===== config.mk =====
export PLATFORM = sky130hd
export DESIGN_NAME = quintic_step_slice_generator_top
export DESIGN_NICKNAME = d
export VERILOG_FILES = /design/src/rtl/core/qssg_pkg.sv /design/src/rtl/core/qssg_ctrl.sv /design/src/rtl/core/qssg_dp.sv /design/src/rtl/core/quintic_step_slice_generator_top.sv
export SDC_FILE = /design/constraint.sdc
export NUM_CORES = 2
export LEC_CHECK = 0
export ABC_AREA = 1
export BUFFER_PORTS_ARGS = -buffer_cell sky130_fd_sc_hd__buf_2
export CORE_UTILIZATION = 55
export CTS_CLUSTER_SIZE = 8
export DETAILED_ROUTE_END_ITERATION = 16
export GPL_TIMING_DRIVEN = 0
export PLACE_DENSITY = 0.77
export SYNTH_ARGS = -nofsm -noshare
export SYNTH_HDL_FRONTEND = slang
export SYNTH_SLANG_ARGS = --single-unit

===== constraint.sdc =====
create_clock -name clk -period 6.8 [get_ports clk]
set_input_delay 2.04 -clock clk [delete_from_list [all_inputs] [get_ports clk]]
set_output_delay 2.04 -clock clk [all_outputs]
set_load 0.05 [all_outputs]

===== src/rtl/core/qssg_pkg.sv =====
// Package for the quintic step slice generator: constants, controller states
// and the command/status structs shared by the controller and datapath.
package qssg_pkg;

	localparam int MAX_CHUNK_STEPS_DEF = 255;
	localparam int MAX_CHUNKS_DEF      = 64;
	localparam int TAU_FRAC_BITS_DEF   = 24;
	localparam int SLICE_TICKS_RESET   = 80000;

	// Register indexes of the configuration port.
	localparam logic [1:0] REG_MOVE_STEPS    = 2'd0;
	localparam logic [1:0] REG_SLICE_COUNT   = 2'd1;
	localparam logic [1:0] REG_TAU_PER_SLICE = 2'd2;
	localparam logic [1:0] REG_SLICE_TICKS   = 2'd3;

	// Multiplier operand selects.
	typedef enum logic [2:0] {
		MUL_TAU,
		MUL_T2,
		MUL_T3,
		MUL_T4,
		MUL_TOTAL
	} mul_op_t;

	typedef enum logic [3:0] {
		ST_IDLE,
		ST_CHECK,
		ST_TAU,
		ST_MUL,
		ST_POLY,
		ST_TARGET,
		ST_DIFF,
		ST_DIV,
		ST_EMIT,
		ST_WAIT
	} state_t;

	// Controller to datapath commands.
	typedef struct packed {
		logic    clear;
		logic    calc_tau;
		logic    mul_go;
		mul_op_t mul_sel;
		logic    poly;
		logic    diff;
		logic    div_start;
		logic    div_step;
		logic    load_out;
		logic    commit;
	} qssg_cmd_t;

	// Datapath to controller status.
	typedef struct packed {
		logic skip;
		logic dwell;
		logic div_done;
		logic last_chunk;
	} qssg_sts_t;

endpackage


===== src/rtl/core/qssg_ctrl.sv =====
// Controller state machine of the quintic step slice generator.
// Depends on qssg_pkg for states and the command/status structs.
module qssg_ctrl import qssg_pkg::*; (
	input  logic      clk,
	input  logic      arst_n,
	input  logic      in_valid,
	output logic      in_ready,
	input  logic      out_valid,
	input  logic      out_ready,
	input  qssg_sts_t sts,
	output qssg_cmd_t cmd,
	output logic      out_set
);

	state_t  state_q, state_nxt;
	mul_op_t mop_q, mop_nxt;

	always_ff @(posedge clk or negedge arst_n) begin
		if (!arst_n) begin
			state_q <= ST_IDLE;
			mop_q   <= MUL_TAU;
		end else begin
			state_q <= state_nxt;
			mop_q   <= mop_nxt;
		end
	end

	// Next state.
	always_comb begin
		state_nxt = state_q;
		mop_nxt   = mop_q;
		case (state_q)
			ST_IDLE: begin
				if (in_valid) state_nxt = ST_CHECK;
			end
			ST_CHECK: begin
				state_nxt = sts.skip ? ST_IDLE : ST_TAU;
			end
			ST_TAU: begin
				state_nxt = ST_MUL;
				mop_nxt   = MUL_TAU;
			end
			ST_MUL: begin
				case (mop_q)
					MUL_TAU: mop_nxt = MUL_T2;
					MUL_T2:  mop_nxt = MUL_T3;
					MUL_T3:  mop_nxt = MUL_T4;
					MUL_T4: begin
						mop_nxt   = MUL_TOTAL;
						state_nxt = ST_POLY;
					end
					default: mop_nxt = MUL_T2;
				endcase
			end
			ST_POLY: begin
				mop_nxt   = MUL_TOTAL;
				state_nxt = ST_TARGET;
			end
			ST_TARGET: state_nxt = ST_DIFF;
			ST_DIFF:   state_nxt = ST_DIV;
			ST_DIV: begin
				if (sts.dwell || sts.div_done) state_nxt = ST_EMIT;
			end
			ST_EMIT: state_nxt = ST_WAIT;
			ST_WAIT: begin
				if (out_valid && out_ready) state_nxt = sts.last_chunk ? ST_IDLE : ST_EMIT;
			end
			default: state_nxt = ST_IDLE;
		endcase
	end

	// Command outputs.
	always_comb begin
		cmd       = '0;
		cmd.mul_sel = mop_q;
		out_set   = 1'b0;
		in_ready  = (state_q == ST_IDLE);
		case (state_q)
			ST_IDLE:   cmd.clear = in_valid;
			ST_TAU:    cmd.calc_tau = 1'b1;
			ST_MUL:    cmd.mul_go = 1'b1;
			ST_TARGET: begin
				cmd.mul_go  = 1'b1;
				cmd.mul_sel = MUL_TOTAL;
			end
			ST_POLY:   cmd.poly = 1'b1;
			ST_DIFF:   cmd.diff = 1'b1;
			ST_DIV: begin
				cmd.div_step = 1'b1;
			end
			ST_EMIT: begin
				cmd.load_out = 1'b1;
				out_set      = 1'b1;
			end
			ST_WAIT: begin
				if (out_valid && out_ready && sts.last_chunk) cmd.commit = 1'b1;
			end
			default: ;
		endcase
		if (state_q == ST_DIFF) cmd.div_start = 1'b1;
	end

endmodule


===== src/rtl/core/qssg_dp.sv =====
// Datapath of the quintic step slice generator: configuration registers,
// polynomial multiplier, restoring divider and chunk counter.
// Depends on qssg_pkg.
module qssg_dp import qssg_pkg::*; #(
	parameter int MAX_CHUNK_STEPS = MAX_CHUNK_STEPS_DEF,
	parameter int MAX_CHUNKS      = MAX_CHUNKS_DEF,
	parameter int TAU_FRAC_BITS   = TAU_FRAC_BITS_DEF
) (
	input  logic        clk,
	input  logic        arst_n,
	input  logic        cfg_we,
	input  logic [1:0]  cfg_index,
	input  logic [24:0] cfg_data,
	input  logic        start_req,
	input  qssg_cmd_t   cmd,
	input  logic        out_set,
	output qssg_sts_t   sts,
	output logic        out_valid,
	input  logic        out_ready,
	output logic        dir_up,
	output logic [7:0]  chunk_steps,
	output logic [23:0] chunk_ticks,
	output logic        last
);

	localparam int TW = TAU_FRAC_BITS + 1;
	localparam int PW = 2 * TW;
	localparam logic [TW-1:0] ONE = TW'(1) << TAU_FRAC_BITS;
	localparam logic [PW-1:0] HALF = PW'(1) << (TAU_FRAC_BITS - 1);
	localparam int CW = $clog2(MAX_CHUNKS + 1);
	localparam logic signed [TW+5:0] K10 = (TW+6)'(10);
	localparam logic signed [TW+5:0] K15 = (TW+6)'(15);
	localparam logic signed [TW+5:0] K6  = (TW+6)'(6);

	logic [14:0] move_steps_q;
	logic [11:0] slice_count_q;
	logic [24:0] tau_per_slice_q;
	logic [23:0] slice_ticks_q;
	logic [11:0] slice_number_q;
	logic [13:0] steps_issued_q;

	// Configuration writes.
	always_ff @(posedge clk or negedge arst_n) begin
		if (!arst_n) begin
			move_steps_q    <= '0;
			slice_count_q   <= '0;
			tau_per_slice_q <= '0;
			slice_ticks_q   <= 24'(SLICE_TICKS_RESET);
		end else if (cfg_we) begin
			case (cfg_index)
				REG_MOVE_STEPS:    move_steps_q    <= cfg_data[14:0];
				REG_SLICE_COUNT:   slice_count_q   <= cfg_data[11:0];
				REG_TAU_PER_SLICE: tau_per_slice_q <= cfg_data[24:0];
				REG_SLICE_TICKS:   slice_ticks_q   <= cfg_data[23:0];
				default: ;
			endcase
		end
	end

	// Slice number and progress with start clearing.
	logic [11:0] sn_eff;
	logic [13:0] si_eff;
	logic        start_q;
	logic [12:0] idx;
	logic        neg;
	logic [14:0] mag;
	logic [13:0] total;
	logic        skip_w;

	assign sn_eff = start_q ? '0 : slice_number_q;
	assign si_eff = start_q ? '0 : steps_issued_q;
	assign idx    = {1'b0, sn_eff} + 13'd1;
	assign neg    = move_steps_q[14];
	assign mag    = neg ? (15'h0 - move_steps_q) : move_steps_q;
	assign total  = (mag > 15'd16383) ? 14'd16383 : mag[13:0];

	assign skip_w = (move_steps_q == '0) || (idx > {1'b0, slice_count_q});

	// tau, multiplier chain, polynomial and target.
	logic [TW-1:0] tau_q, t2_q, t3_q, t4_q, t5_q, pos_q;
	logic [13:0]   target_q, diff_q;
	logic [37:0]   tau_prod;
	logic [TW-1:0] ma, mb;
	logic [PW-1:0] mprod, mrnd;

	assign tau_prod = 38'(idx) * 38'(tau_per_slice_q);

	always_comb begin
		ma = tau_q;
		mb = tau_q;
		case (cmd.mul_sel)
			MUL_TAU:   ma = tau_q;
			MUL_T2:    ma = t2_q;
			MUL_T3:    ma = t3_q;
			MUL_T4:    ma = t4_q;
			MUL_TOTAL: begin
				ma = pos_q;
				mb = TW'(total);
			end
			default:   ma = tau_q;
		endcase
	end
	assign mprod = PW'(ma) * PW'(mb);
	assign mrnd  = (mprod + HALF) >> TAU_FRAC_BITS;

	// Minimum-jerk polynomial from the registered powers.
	logic signed [TW+5:0] t3x, t4x, t5x, poly;
	assign t3x  = $signed({6'b0, t3_q});
	assign t4x  = $signed({6'b0, t4_q});
	assign t5x  = $signed({6'b0, t5_q});
	assign poly = K10 * t3x - K15 * t4x + K6 * t5x;

	always_ff @(posedge clk) begin
		if (cmd.calc_tau) begin
			if (tau_prod > 38'(ONE) || idx == {1'b0, slice_count_q}) tau_q <= ONE;
			else tau_q <= tau_prod[TW-1:0];
		end
		if (cmd.mul_go) begin
			case (cmd.mul_sel)
				MUL_TAU:   t2_q <= mrnd[TW-1:0];
				MUL_T2:    t3_q <= mrnd[TW-1:0];
				MUL_T3:    t4_q <= mrnd[TW-1:0];
				MUL_T4:    t5_q <= mrnd[TW-1:0];
				MUL_TOTAL: target_q <= mrnd[13:0];
				default: ;
			endcase
		end
		if (cmd.poly) begin
			if (poly < 0) pos_q <= '0;
			else if (poly > $signed((TW+6)'(ONE))) pos_q <= ONE;
			else pos_q <= poly[TW-1:0];
		end
		if (cmd.diff) diff_q <= (target_q > si_eff) ? target_q - si_eff : '0;
	end

	// Restoring divider: slice_ticks / diff, one quotient bit per cycle.
	logic [23:0] quo_q;
	logic [14:0] rem_q;
	logic [4:0]  dcnt_q;
	logic [14:0] rtry;
	logic        div_done_q;
	assign rtry = {rem_q[13:0], slice_ticks_q[dcnt_q]};

	always_ff @(posedge clk or negedge arst_n) begin
		if (!arst_n) begin
			dcnt_q     <= '0;
			div_done_q <= 1'b0;
		end else if (cmd.div_start) begin
			dcnt_q     <= 5'd23;
			div_done_q <= 1'b0;
		end else if (cmd.div_step && !div_done_q) begin
			dcnt_q <= dcnt_q - 5'd1;
			if (dcnt_q == 5'd0) div_done_q <= 1'b1;
		end
	end

	always_ff @(posedge clk) begin
		if (cmd.div_start) begin
			rem_q <= '0;
			quo_q <= '0;
		end else if (cmd.div_step && !div_done_q) begin
			if (rtry >= {1'b0, diff_q}) begin
				rem_q <= rtry - {1'b0, diff_q};
				quo_q <= {quo_q[22:0], 1'b1};
			end else begin
				rem_q <= rtry;
				quo_q <= {quo_q[22:0], 1'b0};
			end
		end
	end

	logic dwell_w;
	assign dwell_w = (diff_q == '0);

	// Chunk emission.
	logic [13:0]   left_q;
	logic [CW-1:0] nch_q;
	logic          first_q;
	logic [13:0]   left_cur, sz;
	logic          lst;

	assign left_cur = first_q ? diff_q : left_q;
	assign sz = (left_cur > 14'(MAX_CHUNK_STEPS)) ? 14'(MAX_CHUNK_STEPS) : left_cur;
	assign lst = dwell_w || (left_cur == sz) || (nch_q == CW'(MAX_CHUNKS - 1));

	always_ff @(posedge clk or negedge arst_n) begin
		if (!arst_n) begin
			out_valid      <= 1'b0;
			first_q        <= 1'b1;
			nch_q          <= '0;
			left_q         <= '0;
			slice_number_q <= '0;
			steps_issued_q <= '0;
			start_q        <= 1'b0;
		end else begin
			if (cmd.clear) start_q <= start_req;
			if (cmd.div_start) begin
				first_q <= 1'b1;
				nch_q   <= '0;
			end
			if (out_set) begin
				out_valid <= 1'b1;
				first_q   <= 1'b0;
				left_q    <= left_cur - sz;
				nch_q     <= nch_q + CW'(1);
			end else if (out_valid && out_ready) begin
				out_valid <= 1'b0;
			end
			if (cmd.commit) begin
				steps_issued_q <= target_q;
				slice_number_q <= idx[11:0];
				start_q        <= 1'b0;
			end else if (skip_w && start_q && !cmd.clear) begin
				slice_number_q <= '0;
				steps_issued_q <= '0;
				start_q        <= 1'b0;
			end
		end
	end

	always_ff @(posedge clk) begin
		if (out_set) begin
			dir_up      <= !neg;
			chunk_steps <= sz[7:0];
			chunk_ticks <= dwell_w ? slice_ticks_q : quo_q;
			last        <= lst;
		end
	end

	// Status back to the controller.
	assign sts = '{skip: skip_w, dwell: dwell_w, div_done: div_done_q, last_chunk: last};

endmodule


===== src/rtl/core/quintic_step_slice_generator_top.sv =====
// Quintic minimum-jerk step slice generator.
// One request on the input channel is one time slice of the configured move.
// Configure move_steps, slice_count, tau_per_slice and slice_ticks through
// the write port while idle; start_req=1 marks the first slice of a move.
// Each slice yields one or more queue commands on the output channel, the
// final one flagged by last. A zero move or a slice past the end yields none.
// A request steps through tau, four powers, polynomial and target, then the
// restoring divider, which a dwell slice (zero steps to issue) leaves at once.
// The controller takes no new request until the last command of the slice
// is taken.
// A stalled receiver holds the command and pauses the block.
// Reset clears position and loads slice_ticks with 80000.
// Depends on qssg_pkg, qssg_ctrl and qssg_dp.
module quintic_step_slice_generator_top import qssg_pkg::*; #(
	parameter int MAX_CHUNK_STEPS = MAX_CHUNK_STEPS_DEF,
	parameter int MAX_CHUNKS      = MAX_CHUNKS_DEF,
	parameter int TAU_FRAC_BITS   = TAU_FRAC_BITS_DEF
) (
	input  logic        clk,
	input  logic        arst_n,
	input  logic        cfg_we,
	input  logic [1:0]  cfg_index,
	input  logic [24:0] cfg_data,
	input  logic        in_valid,
	output logic        in_ready,
	input  logic        start_req,
	output logic        out_valid,
	input  logic        out_ready,
	output logic        dir_up,
	output logic [7:0]  chunk_steps,
	output logic [23:0] chunk_ticks,
	output logic        last
);

	qssg_cmd_t cmd;
	qssg_sts_t sts;
	logic      out_set;

	// Sequencer.
	qssg_ctrl u_ctrl (
		.clk(clk), .arst_n(arst_n), .in_valid(in_valid), .in_ready(in_ready),
		.out_valid(out_valid), .out_ready(out_ready), .sts(sts), .cmd(cmd),
		.out_set(out_set)
	);

	// Arithmetic and state.
	qssg_dp #(
		.MAX_CHUNK_STEPS(MAX_CHUNK_STEPS), .MAX_CHUNKS(MAX_CHUNKS),
		.TAU_FRAC_BITS(TAU_FRAC_BITS)
	) u_dp (
		.clk(clk), .arst_n(arst_n), .cfg_we(cfg_we), .cfg_index(cfg_index),
		.cfg_data(cfg_data), .start_req(start_req), .cmd(cmd), .out_set(out_set),
		.sts(sts), .out_valid(out_valid), .out_ready(out_ready),
		.dir_up(dir_up), .chunk_steps(chunk_steps), .chunk_ticks(chunk_ticks),
		.last(last)
	);

endmodule

# Word level (Yosys, flattened, before mapping)
# Cells that the tools add are included.
# word_totals
reg_bits	389
elab_cells	170
in_bits	33
# classes
eq_ne	26
n_reduce_logical	39
magnitude_cmp	9
mux	51
addsub	10
multipliers	5
# ops
op	n
one-hot mux 25 bit (4 select lines)	1
2-to-1 mux 14 bit	7
2-to-1 mux 25 bit	2
adder 49 x 24 -> 49 bit, second input constant	1
multiplier 25 x 25 -> 49 bit	1
subtractor 14 bit	3
one-hot mux 4 bit (10 select lines)	1
greater-than comparator 38 x 25 -> 1 bit, second input constant	1
multiplier 13 x 25 -> 38 bit	1
2-to-1 mux 12 bit	3
adder 31 x 29 -> 31 bit	1
greater-than comparator 31 x 26 -> 1 bit, second input constant	1
< comparator 31 x 1 -> 1 bit, second input constant	1
subtractor 31 bit	1
multiplier 4 x 25 -> 29 bit, first input constant	1
multiplier 3 x 25 -> 28 bit, first input constant	1
multiplier 2 x 25 -> 27 bit, first input constant	1
2-to-1 mux 24 bit	1
2-to-1 mux 1 bit	21
2-to-1 mux 4 bit	5
AND reduction 2 bit	10
one-hot mux 3 bit (3 select lines)	2
equality test 4 x 3 -> 1 bit, second input constant	4
>= comparator 15 x 14 -> 1 bit	1
other kinds (41)	68

# Longest topological paths before layout
# depth
ltp_word	8
depth_mapped	42

# Hierarchy
# A second synthesis with hierarchy kept.
# unflattened
cells_unflattened	7064
area_unflattened_um2	57068.5
# by_module_without_submodules
mod	instances	cells_each	area_per_inst_um2
qssg_dp	1	6981	56550.5
qssg_ctrl	1	83	518.0

# Worst setup path before layout
# OpenSTA, ideal clock, no wires.
# synth_timing
path_type	reg-to-reg
start	reg u_ctrl.state_q[0]
end	reg u_dp.t2_q[10], data pin
stages_incl_launch_ff	37
synth_period_minus_slack_ps	7529
required_ps	6526
n_path_buf	3
slack_ps	-729
setup_ps	274
t_arrival_ps	7254
cell_sequence	dfrtp_1 -> inv_2 -> nor2_4 -> nand2_2 -> buf_6 -> clkbuf_1 -> a32o_1 -> a221oi_1 -> nand2_1 -> o21ai_2 -> clkbuf_1 -> nor2_1 -> fa_1 -> inv_1 -> fa_1 -> inv_1 -> fa_1 -> inv_1 -> fa_1 -> inv_1 -> fa_1 -> fa_1 -> inv_1 -> fa_1 -> inv_1 -> ha_1 -> nand2_1 -> nor2_1 -> inv_1 -> nor2_1 -> inv_1 -> nor2_1 -> a2111oi_0 -> nand2_1 -> nand2_1 -> nand2_1 -> xor2_1
# synth_between
elab_chain_len	6
word_cells_on_any_way	10
classes_between	add/sub (1); mul (1); eq/ne (5); mux (3)
# synth_rtl
item	line	rtl
start, declared	qssg_ctrl.sv:15	state_t state_q, state_nxt;
start signal, assigned	qssg_ctrl.sv:23	state_q <= state_nxt;
equality test 4 x 3 -> 1 bit (*)	qssg_ctrl.sv:78	case (state_q)
2-to-1 mux 3 bit (*)	qssg_ctrl.sv:78	
equality test 3 bit (tied with other cells)	qssg_dp.sv:91	case (cmd.mul_sel)
one-hot mux 25 bit (4 select lines) / 2-to-1 mux 25 bit (equally long branches)	qssg_dp.sv:91	
multiplier 25 x 25 -> 49 bit (*)	qssg_dp.sv:103	assign mprod = PW'(ma) * PW'(mb);
adder 49 x 24 -> 49 bit (*)	qssg_dp.sv:104	assign mrnd = (mprod + HALF) >> TAU_FRAC_BITS;
via u_dp.mrnd[10]	qssg_dp.sv:84	logic [PW-1:0] mprod, mrnd;
end signal, assigned	qssg_dp.sv:120	MUL_TAU: t2_q <= mrnd[TW-1:0];
end, declared	qssg_dp.sv:80	logic [TW-1:0] tau_q, t2_q, t3_q, t4_q, t5_q, pos_q;
# Mark *: on every way through the listed nets, which the timed path passes. The rest lies on a longest branch.
# A chain may end at the register's enable or synchronous reset.

# Worst setup path in the final report
# layout_timing
start	reg u_ctrl.state_q[2]
end	reg u_dp.t5_q[18], data pin
# layout_between
elab_chain_len	6
word_cells_on_any_way	10
classes_between	add/sub (1); mul (1); eq/ne (5); mux (3)
# layout_rtl
item	line	rtl
equality test 4 x 3 -> 1 bit (*)	qssg_ctrl.sv:78	
2-to-1 mux 3 bit (*)	qssg_ctrl.sv:78	
equality test 3 bit (tied with other cells)	qssg_dp.sv:91	
one-hot mux 25 bit (4 select lines) / 2-to-1 mux 25 bit (equally long branches)	qssg_dp.sv:91	
multiplier 25 x 25 -> 49 bit (*)	qssg_dp.sv:103	
adder 49 x 24 -> 49 bit (*)	qssg_dp.sv:104	
via u_dp.mrnd[18]	qssg_dp.sv:84	
end signal, assigned	qssg_dp.sv:123	MUL_T4: t5_q <= mrnd[TW-1:0];
end, declared	qssg_dp.sv:80	
# Marks and branches as above.

==> impl_results.md <==
* Worst setup margin at -1.46 ns
* Die Ht at 319 um
* CTS tree: done
* Minimum clock period at 8.26 ns
* Setup violations, final at 139
* DR vias/cell at 5.89
* Vias in the first global route at 48800
* Hold buffers post-CTS at 0
* Synth area leaders: fa_1 31%, edfxtp_1 12%, ha_1 10%
* Core Box Area at 99000 um^2
* Gr usage total at 37.7%
* Post-DRT Antenna Nets at 0
* First-pass GRT wire length at 289000 um
* Worst endpoint required time at 7.13 ns
* Register area share after synthesis at 19.2%
* Largest net degree at the start of global routing at 98
* Mux share of post-synthesis cell area at 0.0362%
* Clk_lat worst skew at 0.68 ns
* Synthesized cell area at 55400 um^2
* DRT Wirelength at 197000 um
* Final hold vios at 0
* Synth Area in XOR/XNOR at 2.66%
* Slew @ Worst Pin at 1.22 ns
* Critical Setup Path Class: reg2reg
* Commonest non-fill, non-tap cell in the layout: inv_1
* 1st-iter DRT viols at 5026
* Largest family of logic cells by synthesized area: adder cells
* CP Max Fanout at 10
* Critical Path Sink Type: flop
* Number of remaining DRC errors at 0
* Fin Hold WS at 0.483 ns
* WP data arrival at 8.59 ns
* H-tree depth at 2
* Worst setup path endpoint: u_dp.t5_q[18]
* Post-Syn Instances at 6675
* Synth area leader: fa_1
* Final Wtd Congestion at 1.08
* CP max stage delay at 0.72 ns
* Layout area overhead at 20.9%
* Rel. slew slack at 18.8%
* PortBufs at 68
* Worst reg-to-reg setup slack at -1.46 ns
* Crit path from: u_ctrl.state_q[2]
* Post-synth net total at 8022
* Status: finished with violations
* Ys async rst share at 35.7%
* Startpoint types: flop
* EDFF count, synth at 212
* Clk buf depth at 3
* Compound-gate portion of the synthesized area at 8.80%
* I/O Pins at 69
* Synthesis-stage register bit count at 389
* Initial antenna violation count at 2
* Count of max-cap constraint violations at 0
* Placed Instances at 8039
* Final Cycle Share at 122%
* Root Buffer: clkbuf_16
* Layout Skew at 0.0829 ns
* Place WS at -2.67 ns
* Reg2reg end: u_dp.t5_q[18]
* Most frequent cells in the layout: 1268 x inv_1, 1143 x nand2_1, 803 x fa_1
* Net count, final at 8441
* Adder-Cell Fraction of Synth Area at 41.3%
* Worst Hold Launch: u_dp.rem_q[3]
* Clock transition at path regs at 0.05 ns
* Violations in the final reports: setup timing
* Final core occ at 67.6%
* Routed via count at 49600
* Post-synth cell types at 69
* Total CTS buffers at 56
* Yosys warnings at 0
* Reg2reg path depth at 31
* GRT Residual Overflow at 0
* Layout cell share with drive strength beyond 1 at 18.4%
* Initial core utilization at 55.9%
* Post-synth top area share at 31.0%
* CP max stage cell: clkbuf_1
* Num rows at 115
* Die X at 319 um
* Hold crit path type: reg2reg
* 1st-pass router iterations at 6
* RSZ-0062 raised after global routing: yes
* Final Non-Filler Cells at 8422
* Fmax at 121 MHz
* Clk sinks at 389
* Pins over their slew limit at 0
* Simple logic cell fraction of the synthesized area at 16.9%
* Synth Flop Type: edfxtp_1
* Wire per inst at 23.3 um
* R2R Path Start: u_ctrl.state_q[2]
* Syn avg cell area at 8.29 um^2
* Post-DP HPWL at 151000 um
* Total die area at 102000 um^2
-- repair_timing --
| action | in CTS | in global routing |
|---|---|---|
| gates cloned | 6 | 2 |
| setup buffers | 155 | 129 |
| endpoints found under the setup margin | 163 | 163 |
| resized for setup | 565 | 568 |
| pin swaps | 124 | 216 |
-- metal layers --
layer | vias to the layer above | global-route usage [%] | wire, um
met1 | 24300 | 48.7 | 73300
met5 | - | 0 | 13
met2 | 2978 | 58.8 | 88300
li1 | 21500 | - | -
met4 | 2 | 23.5 | 15500
met3 | 809 | 7.18 | 19500
-- stage by stage --
| stage | setup TNS, ns | instance area [um^2] |
|---|---|---|
| CTS | -149.54 | 63900 |
| detailed placement | -322.09 | 58400 |
| global placement | -307.83 | 58200 |
| global route | -184.78 | 66900 |
| finish | -160.63 | 66900 |
| floorplan | -10.95 | 56300 |
-- worst max-delay path: cells and delay by family (launching register included) --
family,cells,cell delay [ns]
adder cells (fa/ha/maj),8,3.74
flip-flops,1,0.42
AO/OA/AOI/OAI,4,0.71
AND/OR/NAND/NOR,9,1.39
buffers and inverters,10,1.63
-- cell usage after synthesis (all sizes together), types with 18 or more instances --
master and n:
inv 1387, a31oi 25, o21ai 345, o22ai 50
nand3 155, ha 456, nor2 793, edfxtp 212
nand4 42, xnor2 67, dfxtp 38, xor2 101
clkbuf 150, a21oi 283, dfrtp 133, nand2 1262
o21bai 18, fa 858, buf 55, nor3 56
-- worst min-delay path by stage --
| stage | slack, ns | end | cells past startpoint |
|---|---|---|---|
| floorplan | 0.44 | u_dp.left_q[1] | 2 |
| global placement | 0.46 | u_dp.quo_q[23] | 2 |
| detailed placement | 0.46 | u_dp.quo_q[23] | 2 |
| CTS | 0.48 | u_dp.quo_q[23] | 2 |
| global route | 0.50 | u_dp.nch_q[6] | 1 |
| finish | 0.48 | u_dp.rem_q[3] | 2 |
-- cell type report --
cell class	instances	area [um^2]
clock buffers	91	1560
flip-flops and latches	389	10600
repair buffers	361	3110
well taps	1287	1610
multi-input cells	4680	42600
plain buffers	204	1890
inverters	1402	5400
fillers	7721	32100
diodes	1	2.50
clock inverters	7	110
-- state kept, by name, indices dropped and copies added (netlist names), 12 cells and up --
| register | count |
|---|---|
| u_dp.slice_ticks_q | 24 |
| u_dp.diff_q | 14 |
| u_dp.t4_q | 25 |
| u_dp.steps_issued_q | 14 |
| u_dp.t2_q | 25 |
| u_dp.slice_count_q | 12 |
| u_dp.move_steps_q | 15 |
| u_dp.chunk_ticks | 24 |
| u_dp.t5_q | 25 |
| u_dp.tau_q | 25 |
| u_dp.slice_number_q | 12 |
| u_dp.t3_q | 25 |
| u_dp.rem_q | 14 |
| u_dp.quo_q | 24 |
| u_dp.tau_per_slice_q | 25 |
| u_dp.left_q | 14 |
| u_dp.target_q | 14 |
| u_dp.pos_q | 25 |
-- logic make-up (layout without fill, tap and decap cells) --
family,Yosys count,count (layout)
AOI/OAI and AO/OA,850,850
buffers and inverters,1607,2065
DFF,389,389
muxes,2,2
and+or+nand+nor,2345,2346
other,0,1
adders and majority gates,1314,1314
xor gates and xnor gates,168,168
Power is not shown: default switching activity piles up to over one toggle a cycle in this logic, so the estimate is an artifact.
